--- config.mk ---
export PLATFORM = sky130hd
export DESIGN_NAME = utf8_string_quote_escaper
export DESIGN_NICKNAME = d
export VERILOG_FILES = /design/src/sv/usqe_pkg.sv /design/src/sv/usqe_front.sv /design/src/sv/usqe_queue.sv /design/src/sv/usqe_back.sv /design/src/sv/utf8_string_quote_escaper.sv
export SDC_FILE = /design/constraint.sdc
export NUM_CORES = 1
export LEC_CHECK = 0
export ABC_AREA = 1
export ABC_CLOCK_PERIOD_IN_PS = 6600
export BUFFER_PORTS_ARGS = -buffer_cell sky130_fd_sc_hd__clkbuf_2
export CORE_MARGIN = 2
export CORE_UTILIZATION = 49
export DETAILED_ROUTE_END_ITERATION = 6
export RECOVER_POWER = 25
export SYNTH_ARGS = -nofsm -noshare
export SYNTH_HDL_FRONTEND = slang
export SYNTH_SLANG_ARGS = --single-unit
export TNS_END_PERCENT = 100
--- constraint.sdc ---
create_clock -name aclk -period 6.6 [get_ports aclk]
set_input_delay 0.99 -clock aclk [delete_from_list [all_inputs] [get_ports aclk]]
set_output_delay 0.99 -clock aclk [all_outputs]
set_load 0.01 [all_outputs]
--- src/sv/usqe_pkg.sv ---
// shared types and constants for the quoted string escaper
`timescale 1ns / 1ps
`default_nettype none

package usqe_pkg;

    // input command codes
    localparam logic CMD_BYTE = 1'b0;
    localparam logic CMD_END  = 1'b1;

    // ascii characters of the quoted text
    localparam logic [6:0] CH_QUOTE  = 7'h22;
    localparam logic [6:0] CH_BSLASH = 7'h5C;
    localparam logic [6:0] CH_U      = 7'h75;
    localparam logic [6:0] CH_N      = 7'h6E;
    localparam logic [6:0] CH_T      = 7'h74;
    localparam logic [6:0] CH_R      = 7'h72;
    localparam logic [6:0] CH_ZERO   = 7'h30;
    localparam logic [6:0] CH_HEX_A  = 7'h37;

    // utf-8 and utf-16 constants
    localparam logic [7:0]  LEAD2_MASK   = 8'hE0;
    localparam logic [7:0]  LEAD2_CODE   = 8'hC0;
    localparam logic [7:0]  LEAD3_MASK   = 8'hF0;
    localparam logic [7:0]  LEAD3_CODE   = 8'hE0;
    localparam logic [7:0]  LEAD4_MASK   = 8'hF8;
    localparam logic [7:0]  LEAD4_CODE   = 8'hF0;
    localparam logic [7:0]  CONT_MIN     = 8'h80;
    localparam logic [20:0] BMP_MAX      = 21'h00FFFF;
    localparam logic [20:0] SUPP_BASE    = 21'h010000;
    localparam logic [15:0] SURR_HI_BASE = 16'hD800;
    localparam logic [15:0] SURR_LO_BASE = 16'hDC00;

    // one piece of output text within a job
    typedef enum logic [2:0] {
        UNIT_NONE = 3'd0,
        UNIT_RAW  = 3'd1,
        UNIT_ESC2 = 3'd2,
        UNIT_HEX1 = 3'd3,
        UNIT_HEX2 = 3'd4
    } unit_kind_t;

    localparam int SUB_W = 4;
    localparam logic [SUB_W-1:0] RAW_LAST  = 4'd0;
    localparam logic [SUB_W-1:0] ESC2_LAST = 4'd1;
    localparam logic [SUB_W-1:0] HEX1_LAST = 4'd5;
    localparam logic [SUB_W-1:0] HEX2_LAST = 4'd11;
    localparam logic [SUB_W-1:0] HEX_HALF  = 4'd6;

    typedef struct packed {
        unit_kind_t  kind;
        logic [15:0] first_val;
        logic [15:0] second_val;
    } unit_t;

    localparam int UNITS = 3;

    // everything one input transaction produces
    typedef struct packed {
        logic                   open_quote;
        unit_t [UNITS-1:0]      units;
        logic                   close_quote;
    } job_t;

    localparam int QUEUE_DEPTH = 4;
    localparam int QUEUE_AW    = 2;

endpackage

`default_nettype wire

--- src/sv/usqe_front.sv ---
// front part: accepts bytes, tracks utf-8 sequences and builds jobs
`timescale 1ns / 1ps
`default_nettype none

module usqe_front (
    input  logic              aclk,
    input  logic              aresetn,
    input  logic              s_tvalid,
    output logic              s_tready,
    input  logic [7:0]        s_tdata,   // data_byte
    input  logic              s_tuser,   // command
    output logic              job_push,
    output usqe_pkg::job_t    job,
    input  logic              q_full
);

    logic       open_reg, open_next;
    logic [7:0] pend_reg [3];
    logic [7:0] pend_next [3];
    logic [1:0] cnt_reg, cnt_next;
    logic [2:0] seq_reg, seq_next;
    logic       accept;
    logic       job_nonempty;

    function automatic usqe_pkg::unit_t simple_unit(input logic [7:0] b);
        usqe_pkg::unit_t u;
        u = '0;
        unique case (b)
            8'h0A: begin
                u.kind = usqe_pkg::UNIT_ESC2;
                u.first_val = {9'd0, usqe_pkg::CH_N};
            end
            8'h09: begin
                u.kind = usqe_pkg::UNIT_ESC2;
                u.first_val = {9'd0, usqe_pkg::CH_T};
            end
            8'h0D: begin
                u.kind = usqe_pkg::UNIT_ESC2;
                u.first_val = {9'd0, usqe_pkg::CH_R};
            end
            8'h5C: begin
                u.kind = usqe_pkg::UNIT_ESC2;
                u.first_val = {9'd0, usqe_pkg::CH_BSLASH};
            end
            8'h22: begin
                u.kind = usqe_pkg::UNIT_ESC2;
                u.first_val = {9'd0, usqe_pkg::CH_QUOTE};
            end
            default: begin
                if (b >= 8'h20 && b <= 8'h7E) begin
                    u.kind = usqe_pkg::UNIT_RAW;
                    u.first_val = {8'd0, b};
                end
            end
        endcase
        return u;
    endfunction

    function automatic logic [2:0] lead_len(input logic [7:0] b);
        logic [2:0] n;
        priority if (b < usqe_pkg::CONT_MIN) begin
            n = 3'd1;
        end else if ((b & usqe_pkg::LEAD2_MASK) == usqe_pkg::LEAD2_CODE) begin
            n = 3'd2;
        end else if ((b & usqe_pkg::LEAD3_MASK) == usqe_pkg::LEAD3_CODE) begin
            n = 3'd3;
        end else if ((b & usqe_pkg::LEAD4_MASK) == usqe_pkg::LEAD4_CODE) begin
            n = 3'd4;
        end else begin
            n = 3'd0;
        end
        return n;
    endfunction

    function automatic usqe_pkg::unit_t hex_byte(input logic [7:0] b);
        usqe_pkg::unit_t u;
        u = '0;
        u.kind = usqe_pkg::UNIT_HEX1;
        u.first_val = {8'd0, b};
        return u;
    endfunction

    function automatic usqe_pkg::unit_t decode(input logic [7:0] b0, input logic [7:0] b1,
                                               input logic [7:0] b2, input logic [7:0] b3,
                                               input logic [2:0] len);
        usqe_pkg::unit_t u;
        logic [20:0]     cp;
        logic [20:0]     off;
        u = '0;
        unique case (len)
            3'd2:    cp = {10'd0, b0[4:0], b1[5:0]};
            3'd3:    cp = {5'd0, b0[3:0], b1[5:0], b2[5:0]};
            default: cp = {b0[2:0], b1[5:0], b2[5:0], b3[5:0]};
        endcase
        off = cp - usqe_pkg::SUPP_BASE;
        if (cp <= usqe_pkg::BMP_MAX) begin
            u.kind = usqe_pkg::UNIT_HEX1;
            u.first_val = cp[15:0];
        end else begin
            u.kind = usqe_pkg::UNIT_HEX2;
            u.first_val = usqe_pkg::SURR_HI_BASE + {5'd0, off[20:10]};
            u.second_val = usqe_pkg::SURR_LO_BASE + {6'd0, off[9:0]};
        end
        return u;
    endfunction

    assign s_tready = !q_full;
    assign accept   = s_tvalid && !q_full;

    always_comb begin
        usqe_pkg::unit_t su;
        usqe_pkg::unit_t su2;
        logic [2:0]      len;
        logic            take_b2;
        job       = '0;
        su        = '0;
        su2       = '0;
        len       = '0;
        take_b2   = 1'b1;
        open_next = open_reg;
        cnt_next  = cnt_reg;
        seq_next  = seq_reg;
        pend_next = pend_reg;
        job.open_quote = !open_reg;
        if (s_tuser == usqe_pkg::CMD_END) begin
            // end of string: flush held bytes, then the closing quote
            job.close_quote = 1'b1;
            if (cnt_reg != 2'd0) begin
                job.units[0] = hex_byte(pend_reg[0]);
            end
            if (cnt_reg >= 2'd2) begin
                su = simple_unit(pend_reg[1]);
                if (su.kind != usqe_pkg::UNIT_NONE) begin
                    job.units[1] = su;
                end else if (lead_len(pend_reg[1]) == 3'd2 && cnt_reg == 2'd3) begin
                    job.units[1] = decode(pend_reg[1], pend_reg[2], 8'd0, 8'd0, 3'd2);
                    take_b2 = 1'b0;
                end else begin
                    job.units[1] = hex_byte(pend_reg[1]);
                end
            end
            if (cnt_reg == 2'd3 && take_b2) begin
                su2 = simple_unit(pend_reg[2]);
                job.units[2] = (su2.kind != usqe_pkg::UNIT_NONE) ? su2 : hex_byte(pend_reg[2]);
            end
            open_next = 1'b0;
            cnt_next  = '0;
            seq_next  = '0;
        end else begin
            open_next = 1'b1;
            if (cnt_reg == 2'd0) begin
                su  = simple_unit(s_tdata);
                len = lead_len(s_tdata);
                if (su.kind != usqe_pkg::UNIT_NONE) begin
                    job.units[0] = su;
                end else if (len <= 3'd1) begin
                    job.units[0] = hex_byte(s_tdata);
                end else begin
                    pend_next[0] = s_tdata;
                    cnt_next     = 2'd1;
                    seq_next     = len;
                end
            end else if (({1'b0, cnt_reg} + 3'd1) == seq_reg) begin
                unique case (seq_reg)
                    3'd2: job.units[0] = decode(pend_reg[0], s_tdata, 8'd0, 8'd0, 3'd2);
                    3'd3: job.units[0] = decode(pend_reg[0], pend_reg[1], s_tdata, 8'd0, 3'd3);
                    default: job.units[0] = decode(pend_reg[0], pend_reg[1], pend_reg[2],
                                                   s_tdata, 3'd4);
                endcase
                cnt_next = '0;
                seq_next = '0;
            end else begin
                pend_next[cnt_reg] = s_tdata;
                cnt_next = cnt_reg + 2'd1;
            end
        end
    end

    assign job_nonempty = job.open_quote || job.close_quote ||
                          (job.units[0].kind != usqe_pkg::UNIT_NONE);
    assign job_push     = accept && job_nonempty;

    always_ff @(posedge aclk) begin
        if (!aresetn) begin
            open_reg <= 1'b0;
            cnt_reg  <= '0;
            seq_reg  <= '0;
        end else if (accept) begin
            open_reg <= open_next;
            cnt_reg  <= cnt_next;
            seq_reg  <= seq_next;
        end
    end

    always_ff @(posedge aclk) begin
        if (accept) begin
            pend_reg <= pend_next;
        end
    end

    a_pending_shape: assert property (@(posedge aclk) disable iff (!aresetn)
        (cnt_reg != 2'd0) |-> (seq_reg >= 3'd2 && seq_reg <= 3'd4 &&
                               {1'b0, cnt_reg} < seq_reg))
        else $error("held byte count does not fit sequence length");

endmodule

`default_nettype wire

--- src/sv/usqe_queue.sv ---
// short job queue between the front and back parts
`timescale 1ns / 1ps
`default_nettype none

module usqe_queue (
    input  logic              aclk,
    input  logic              aresetn,
    input  logic              push,
    input  usqe_pkg::job_t    push_job,
    output logic              full,
    input  logic              pop,
    output usqe_pkg::job_t    head,
    output logic              empty
);

    usqe_pkg::job_t                    mem_reg [usqe_pkg::QUEUE_DEPTH];
    logic [usqe_pkg::QUEUE_AW-1:0]     wr_ptr_reg;
    logic [usqe_pkg::QUEUE_AW-1:0]     rd_ptr_reg;
    logic [usqe_pkg::QUEUE_AW:0]       count_reg;
    logic [usqe_pkg::QUEUE_AW:0]       count_next;
    logic                              do_push;
    logic                              do_pop;

    assign full    = (count_reg == (usqe_pkg::QUEUE_AW + 1)'(usqe_pkg::QUEUE_DEPTH));
    assign empty   = (count_reg == '0);
    assign head    = mem_reg[rd_ptr_reg];
    assign do_push = push && !full;
    assign do_pop  = pop && !empty;

    always_comb begin
        count_next = count_reg;
        unique case ({do_push, do_pop})
            2'b10:   count_next = count_reg + (usqe_pkg::QUEUE_AW + 1)'(1);
            2'b01:   count_next = count_reg - (usqe_pkg::QUEUE_AW + 1)'(1);
            default: count_next = count_reg;
        endcase
    end

    always_ff @(posedge aclk) begin
        if (!aresetn) begin
            wr_ptr_reg <= '0;
            rd_ptr_reg <= '0;
            count_reg  <= '0;
        end else begin
            count_reg <= count_next;
            if (do_push) begin
                wr_ptr_reg <= wr_ptr_reg + (usqe_pkg::QUEUE_AW)'(1);
            end
            if (do_pop) begin
                rd_ptr_reg <= rd_ptr_reg + (usqe_pkg::QUEUE_AW)'(1);
            end
        end
    end

    always_ff @(posedge aclk) begin
        if (do_push) begin
            mem_reg[wr_ptr_reg] <= push_job;
        end
    end

    a_count_bound: assert property (@(posedge aclk) disable iff (!aresetn)
        count_reg <= (usqe_pkg::QUEUE_AW + 1)'(usqe_pkg::QUEUE_DEPTH))
        else $error("queue count beyond depth");

endmodule

`default_nettype wire

--- src/sv/usqe_back.sv ---
// back part: expands jobs into characters on the output stream
`timescale 1ns / 1ps
`default_nettype none

module usqe_back (
    input  logic              aclk,
    input  logic              aresetn,
    input  usqe_pkg::job_t    q_head,
    input  logic              q_empty,
    output logic              q_pop,
    output logic              m_tvalid,
    input  logic              m_tready,
    output logic [7:0]        m_tdata,   // out_char
    output logic              m_tlast,   // last_of_run
    output logic              m_tuser    // closes_string
);

    usqe_pkg::job_t               cur_reg, cur_next;
    logic                         cur_valid_reg, cur_valid_next;
    logic [usqe_pkg::SUB_W-1:0]   sub_reg, sub_next;
    logic                         m_valid_reg;
    logic [6:0]                   m_char_reg, ch;
    logic                         m_last_reg, last;
    logic                         m_close_reg, closes;
    usqe_pkg::job_t               src;
    logic                         src_valid;
    logic [usqe_pkg::SUB_W-1:0]   sub;
    logic                         out_free;
    logic                         step;

    function automatic logic [usqe_pkg::SUB_W-1:0] unit_last(input usqe_pkg::unit_kind_t k);
        logic [usqe_pkg::SUB_W-1:0] n;
        unique case (k)
            usqe_pkg::UNIT_ESC2: n = usqe_pkg::ESC2_LAST;
            usqe_pkg::UNIT_HEX1: n = usqe_pkg::HEX1_LAST;
            usqe_pkg::UNIT_HEX2: n = usqe_pkg::HEX2_LAST;
            default:             n = usqe_pkg::RAW_LAST;
        endcase
        return n;
    endfunction

    function automatic logic [6:0] unit_char(input usqe_pkg::unit_t u,
                                             input logic [usqe_pkg::SUB_W-1:0] s);
        logic [usqe_pkg::SUB_W-1:0] k;
        logic [15:0]                val;
        logic [3:0]                 nib;
        logic [6:0]                 c;
        if (s >= usqe_pkg::HEX_HALF) begin
            k   = s - usqe_pkg::HEX_HALF;
            val = u.second_val;
        end else begin
            k   = s;
            val = u.first_val;
        end
        unique case (k)
            4'd2:    nib = val[15:12];
            4'd3:    nib = val[11:8];
            4'd4:    nib = val[7:4];
            default: nib = val[3:0];
        endcase
        unique case (u.kind)
            usqe_pkg::UNIT_RAW: c = u.first_val[6:0];
            usqe_pkg::UNIT_ESC2: c = (s == '0) ? usqe_pkg::CH_BSLASH : u.first_val[6:0];
            usqe_pkg::UNIT_HEX1, usqe_pkg::UNIT_HEX2: begin
                if (k == 4'd0) begin
                    c = usqe_pkg::CH_BSLASH;
                end else if (k == 4'd1) begin
                    c = usqe_pkg::CH_U;
                end else if (nib < 4'd10) begin
                    c = usqe_pkg::CH_ZERO + {3'd0, nib};
                end else begin
                    c = usqe_pkg::CH_HEX_A + {3'd0, nib};
                end
            end
            default: c = usqe_pkg::CH_QUOTE;
        endcase
        return c;
    endfunction

    assign out_free  = !m_valid_reg || m_tready;
    assign src       = cur_valid_reg ? cur_reg : q_head;
    assign src_valid = cur_valid_reg || !q_empty;
    assign sub       = cur_valid_reg ? sub_reg : '0;
    assign step      = out_free && src_valid;
    assign q_pop     = step && !cur_valid_reg;

    always_comb begin
        cur_next = src;
        sub_next = '0;
        ch       = usqe_pkg::CH_QUOTE;
        last     = 1'b0;
        closes   = 1'b0;
        if (src.open_quote) begin
            cur_next.open_quote = 1'b0;
            last = (src.units[0].kind == usqe_pkg::UNIT_NONE) && !src.close_quote;
        end else if (src.units[0].kind != usqe_pkg::UNIT_NONE) begin
            ch = unit_char(src.units[0], sub);
            if (sub == unit_last(src.units[0].kind)) begin
                cur_next.units[0] = src.units[1];
                cur_next.units[1] = src.units[2];
                cur_next.units[2] = '0;
                last = (src.units[1].kind == usqe_pkg::UNIT_NONE) && !src.close_quote;
            end else begin
                sub_next = sub + (usqe_pkg::SUB_W)'(1);
            end
        end else begin
            closes = 1'b1;
            last   = 1'b1;
        end
        cur_valid_next = step ? !last : cur_valid_reg;
    end

    always_ff @(posedge aclk) begin
        if (!aresetn) begin
            cur_valid_reg <= 1'b0;
            m_valid_reg   <= 1'b0;
        end else begin
            cur_valid_reg <= cur_valid_next;
            if (out_free) begin
                m_valid_reg <= src_valid;
            end
        end
    end

    always_ff @(posedge aclk) begin
        if (step) begin
            cur_reg     <= cur_next;
            sub_reg     <= sub_next;
            m_char_reg  <= ch;
            m_last_reg  <= last;
            m_close_reg <= closes;
        end
    end

    assign m_tvalid = m_valid_reg;
    assign m_tdata  = {1'b0, m_char_reg};
    assign m_tlast  = m_last_reg;
    assign m_tuser  = m_close_reg;

    a_close_is_last: assert property (@(posedge aclk) disable iff (!aresetn)
        (m_tvalid && m_tuser) |-> (m_tlast && m_tdata[6:0] == usqe_pkg::CH_QUOTE))
        else $error("closing quote not marked last or not a quote");

    a_sub_range: assert property (@(posedge aclk) disable iff (!aresetn)
        cur_valid_reg |-> (sub_reg <= usqe_pkg::HEX2_LAST))
        else $error("character index past longest escape");

    a_no_pop_while_busy: assert property (@(posedge aclk) disable iff (!aresetn)
        (q_pop |-> (!cur_valid_reg && !q_empty)))
        else $error("queue popped while a job is in progress");

endmodule

`default_nettype wire

--- src/sv/utf8_string_quote_escaper.sv ---
// top level of the quoted, escaped utf-8 string emitter
// usage:
//   s_ channel: one transaction per string byte (s_tuser = 0, byte in s_tdata)
//   or an end-of-string marker (s_tuser = 1). m_ channel: one ascii character
//   of the quoted escaped text per transaction, m_tlast on the final character
//   an input transaction causes, m_tuser on the closing quote.
//   an input transaction is classified by the front part in the cycle it is
//   accepted and its job is queued (4 jobs deep); the back part spells out
//   one character per cycle while m_tready is high; a job's first character
//   passes the queue and then the output register. printable bytes give 1
//   character, simple escapes 2, \uXXXX 6, surrogate pairs 12, and an end of
//   string up to 19; the back part's output register sets the sustained rate.
//   input is taken every cycle while the queue has room, so short items flow
//   back to back with no gap.
//   reset clears the open-string flag, the held utf-8 byte count, the queue
//   and the output register. when m_tready is low the output holds and the
//   queue fills, after which s_tready drops until the back part drains.
`timescale 1ns / 1ps
`default_nettype none

module utf8_string_quote_escaper (
    input  logic       aclk,
    input  logic       aresetn,
    input  logic       s_tvalid,
    output logic       s_tready,
    input  logic [7:0] s_tdata,   // data_byte[7:0]
    input  logic       s_tuser,   // command
    output logic       m_tvalid,
    input  logic       m_tready,
    output logic [7:0] m_tdata,   // out_char[6:0], zero in bit 7
    output logic       m_tlast,   // last_of_run
    output logic       m_tuser    // closes_string
);

    logic           job_push;
    usqe_pkg::job_t job;
    logic           q_full;
    logic           q_pop;
    usqe_pkg::job_t q_head;
    logic           q_empty;

    usqe_front u_front (
        .aclk     (aclk),
        .aresetn  (aresetn),
        .s_tvalid (s_tvalid),
        .s_tready (s_tready),
        .s_tdata  (s_tdata),
        .s_tuser  (s_tuser),
        .job_push (job_push),
        .job      (job),
        .q_full   (q_full)
    );

    usqe_queue u_queue (
        .aclk     (aclk),
        .aresetn  (aresetn),
        .push     (job_push),
        .push_job (job),
        .full     (q_full),
        .pop      (q_pop),
        .head     (q_head),
        .empty    (q_empty)
    );

    usqe_back u_back (
        .aclk     (aclk),
        .aresetn  (aresetn),
        .q_head   (q_head),
        .q_empty  (q_empty),
        .q_pop    (q_pop),
        .m_tvalid (m_tvalid),
        .m_tready (m_tready),
        .m_tdata  (m_tdata),
        .m_tlast  (m_tlast),
        .m_tuser  (m_tuser)
    );

endmodule

`default_nettype wire
==> flow_metrics.py <==
metrics = {
    "sta": {
        "fin_ws_ps": 2060,
        "rsz0062_at_grt": "no",
        "final.setup_skew_ps": 16.3,
        "hold_violations": 0,
        "min_period_ps": 4540,
        "final-max-slew-violation-count": 57,
        "max_freq_ghz": 0.220,
        "fin_crit_sh": 0.688,
        "worst_slew_pin_slew_ps": 3030,
        "maxSlewHeadroom": -1.02,
        "fin_tns_setup_ps": 0,
        "setup-violations-final": 0,
    },
    "critical_path": {
        "critPathRequiredTime_ps": 6700,
        "reg2reg_to": "u_back.cur_reg[37]$_DFFE_PP_",
        "r2r-start": "u_back.cur_valid_reg$_SDFFE_PN0P_",
        "critPathMaxStageDelay_ps": 2200,
        "crit_arrival_ps": 4640,
        "start_kind": "register",
        "cp_max_fo": 65,
        "critical_path_class": "reg -> reg",
        "cp-end-kind": "register",
        "rr_worst_depth": 5,
        "worst_path_max_delay_cell": "clkbuf_1",
        "r2r_setup_slack_ps": 2060,
        "crit_path_cell_trace": "inv_1, nand4_1, nand2_1, inv_4, clkbuf_1",
    },
    "floorplanning": {
        "die_width_um": 197,
        "die_h_um": 197,
        "die_area_um2": 38700,
        "rows": 70,
        "core_um2": 36600,
        "io_pins": 25,
        "start_util": 0.497,
    },
    "clock_tree": {
        "cts_tree": "done",
        "cts_sinks": 376,
        "post_cts_buffers": 0,
        "cts.path.max_buffers": 3,
        "insertion_delay_ps": 560,
        "cts_buffers": 42,
        "cts_max_level": 2,
        "clk_pin_slew_worst_paths_ps": 60,
        "clockRootBuffer": "clkbuf_16",
        "cts_resized": 0,
        "postCtsHoldBufs": 0,
    },
    "synth": {
        "synthFlopType": "edfxtp_1",
        "synthesis.area_um2": 18200,
        "synth_cell_types": 51,
        "synth_warnings": 0,
        "yosysSeqAreaShare": 0.611,
        "syn_avg_cell_area_um2": 9.55,
        "synth_edf_count": 359,
        "synth_fp_nets": 1937,
        "ys_seq_elements": 376,
        "synthCells": 1904,
        "synthArstFlopShare": 0,
    },
    "layout": {
        "multiInputGateArea_um2": 5950,
        "fill_cells": 3309,
        "fin_cells": 2398,
        "seqCellArea_um2": 11100,
        "fin_nets": 1933,
        "area_delta_synth_final_pct": 9.19,
        "drive_above_1_share": 0.0632,
        "n_antenna_cell": 0,
        "layout_commonest_cell": "nand2_1",
        "largest_reg_flops": 216,
        "final_cell_mix": "422 x nand2_1, 359 x edfxtp_1, 210 x nor2_1, 198 x nand3_1, 184 x inv_1",
    },
    "detailed_routing": {
        "drtIter0Drc": 1152,
        "vias": 13485,
        "wl_per_cell_um": 20.4,
        "dr.pass1.iters": 5,
        "ant_nets": 0,
        "route.detailed.drc": 0,
        "wl_um": 48900,
        "vias_per_cell": 5.62,
    },
    "placed_design": {
        "portBuffers": 23,
        "gp_congestion": 0.975,
        "dpl_worst_slack_ps": 2090,
        "placed_cells": 2324,
        "hpwlAfterDp_um": 33000,
    },
    "grt": {
        "grt.total_usage": 0.256,
        "grt_max_degree": 76,
        "grt_pass1_vias": 12577,
        "antenna_found_initial": 0,
        "grt-ovfl-total": 0,
        "grt_pass1_wl_um": 75300,
    },
    "status": {
        "violations": "capacitance limit, slew limit",
        "outcome": "complete, but fails checks",
    },
    "job": {
        "max-cap-violations": 1,
    },
    "hold_path": {
        "hold_depth": 1,
        "holdPathEnd": "u_queue.count_reg[0]$_SDFFE_PN0P_",
        "min_from": "u_queue.count_reg[0]$_SDFFE_PN0P_",
        "hp-class": "reg -> reg",
    },
    "power_and_ir_drop": {
        "max-vdd-ir-drop_v": 0.000315,
        "cellPowerDensity_nw_per_um2": 506,
        "power_leakage_nw": 7.96,
    },
}
==> layer usage <==
metal / GRT usage / vias to the layer above / wire length (um) / share of wire
li1: - / 6519 / - / -
met1: 0.366 / 6472 / 22300 / 0.46
met2: 0.403 / 400 / 22500 / 0.46
met3: 0.0305 / 94 / 2440 / 0.050
met4: 0.0977 / 0 / 1710 / 0.035
met5: 0 / - / 0 / 0
==> critical path: cells and delay by family, from the launching register on <==
kind	cells	cell delay [ps]
AND/OR/NAND/NOR	2	380
buffers and inverters	3	3210
flip-flops	1	430
==> cell usage after synthesis (3+ instances only) <==
library cell	number	area, um^2
nand4_1	15	93.8
and2_1	5	31.3
dfxtp_1	17	340
o21ai_1	28	140
buf_2	35	175
o22ai_1	26	163
a211oi_1	5	37.5
buf_1	6	22.5
clkbuf_1	39	146
edfxtp_1	359	10800
nor2_1	213	800
nand2_1	422	1580
nor3_1	24	120
buf_6	3	33.8
o211ai_1	10	75.1
nor4_1	6	37.5
xor2_1	5	43.8
o221ai_1	4	35.0
a21oi_1	41	205
or2_2	11	68.8
nand3_1	198	991
ha_1	19	238
inv_2	8	30.0
inv_1	183	687
a221oi_1	4	35.0
a22oi_1	3	22.5
nor2_2	7	43.8
a31oi_1	13	81.3
buf_4	4	30.0
mux2i_1	3	30.0
o21ai_0	151	756
nand2_2	11	68.8
==> final cells by class <==
class                   instances  area share
clock buffers                  56      0.0566
clock inverters                18     0.00680
inverters                     193      0.0370
multi-input cells            1248       0.300
flip-flops and latches        376       0.560
well taps                     468      0.0295
repair buffers                 39      0.0102
==> worst max-delay path by stage <==
stage / to / cells after the start / start / slack, ps
after floorplan: u_queue.mem_reg[0][0]$_DFFE_PP_ / 15 / s_tdata[5] / 1540
after global placement: u_queue.mem_reg[1][6]$_DFFE_PP_ / 16 / s_tdata[2] / 2120
after detailed placement: u_queue.mem_reg[1][56]$_DFFE_PP_ / 16 / s_tdata[2] / 2090
after CTS: u_queue.mem_reg[1][60]$_DFFE_PP_ / 12 / u_front.cnt_reg[0]$_SDFFE_PN0P_ / 2590
after global routing: u_back.cur_reg[37]$_DFFE_PP_ / 5 / u_back.cur_valid_reg$_SDFFE_PN0P_ / 1670
final: u_back.cur_reg[37]$_DFFE_PP_ / 5 / u_back.cur_valid_reg$_SDFFE_PN0P_ / 2060
==> stage by stage <==
| stage | power (mW) | hold slack, ps | area, um^2 | util |
|---|---|---|---|---|
| final | 10.0 | 451 | 19900 | 0.543 |
| after CTS | 10.1 | 451 | 19900 | 0.544 |
| after global routing | 10.8 | 488 | 19900 | 0.543 |
| after global placement | 7.87 | 434 | 18700 | 0.509 |
| after detailed placement | 7.93 | 445 | 18700 | 0.509 |
| after floorplan | 6.80 | 422 | 18200 | - |
==> kinds of logic after synthesis <==
kind of cell	share of synthesized area
other	0.000206
DFF	0.611
AOI/OAI and AO/OA	0.0900
muxes	0.00165
adders and majority gates	0.0142
xor gates and xnor gates	0.00337
buffers and inverters	0.0627
and+or+nand+nor	0.217
==> power breakdown <==
part	switching (mW)	internal [mW]
combinational	3.06	1.03
clock	0.938	1.24
sequential	0.227	3.55
total	4.22	5.82
No activity file was read; power rests on OpenSTA's default activity.
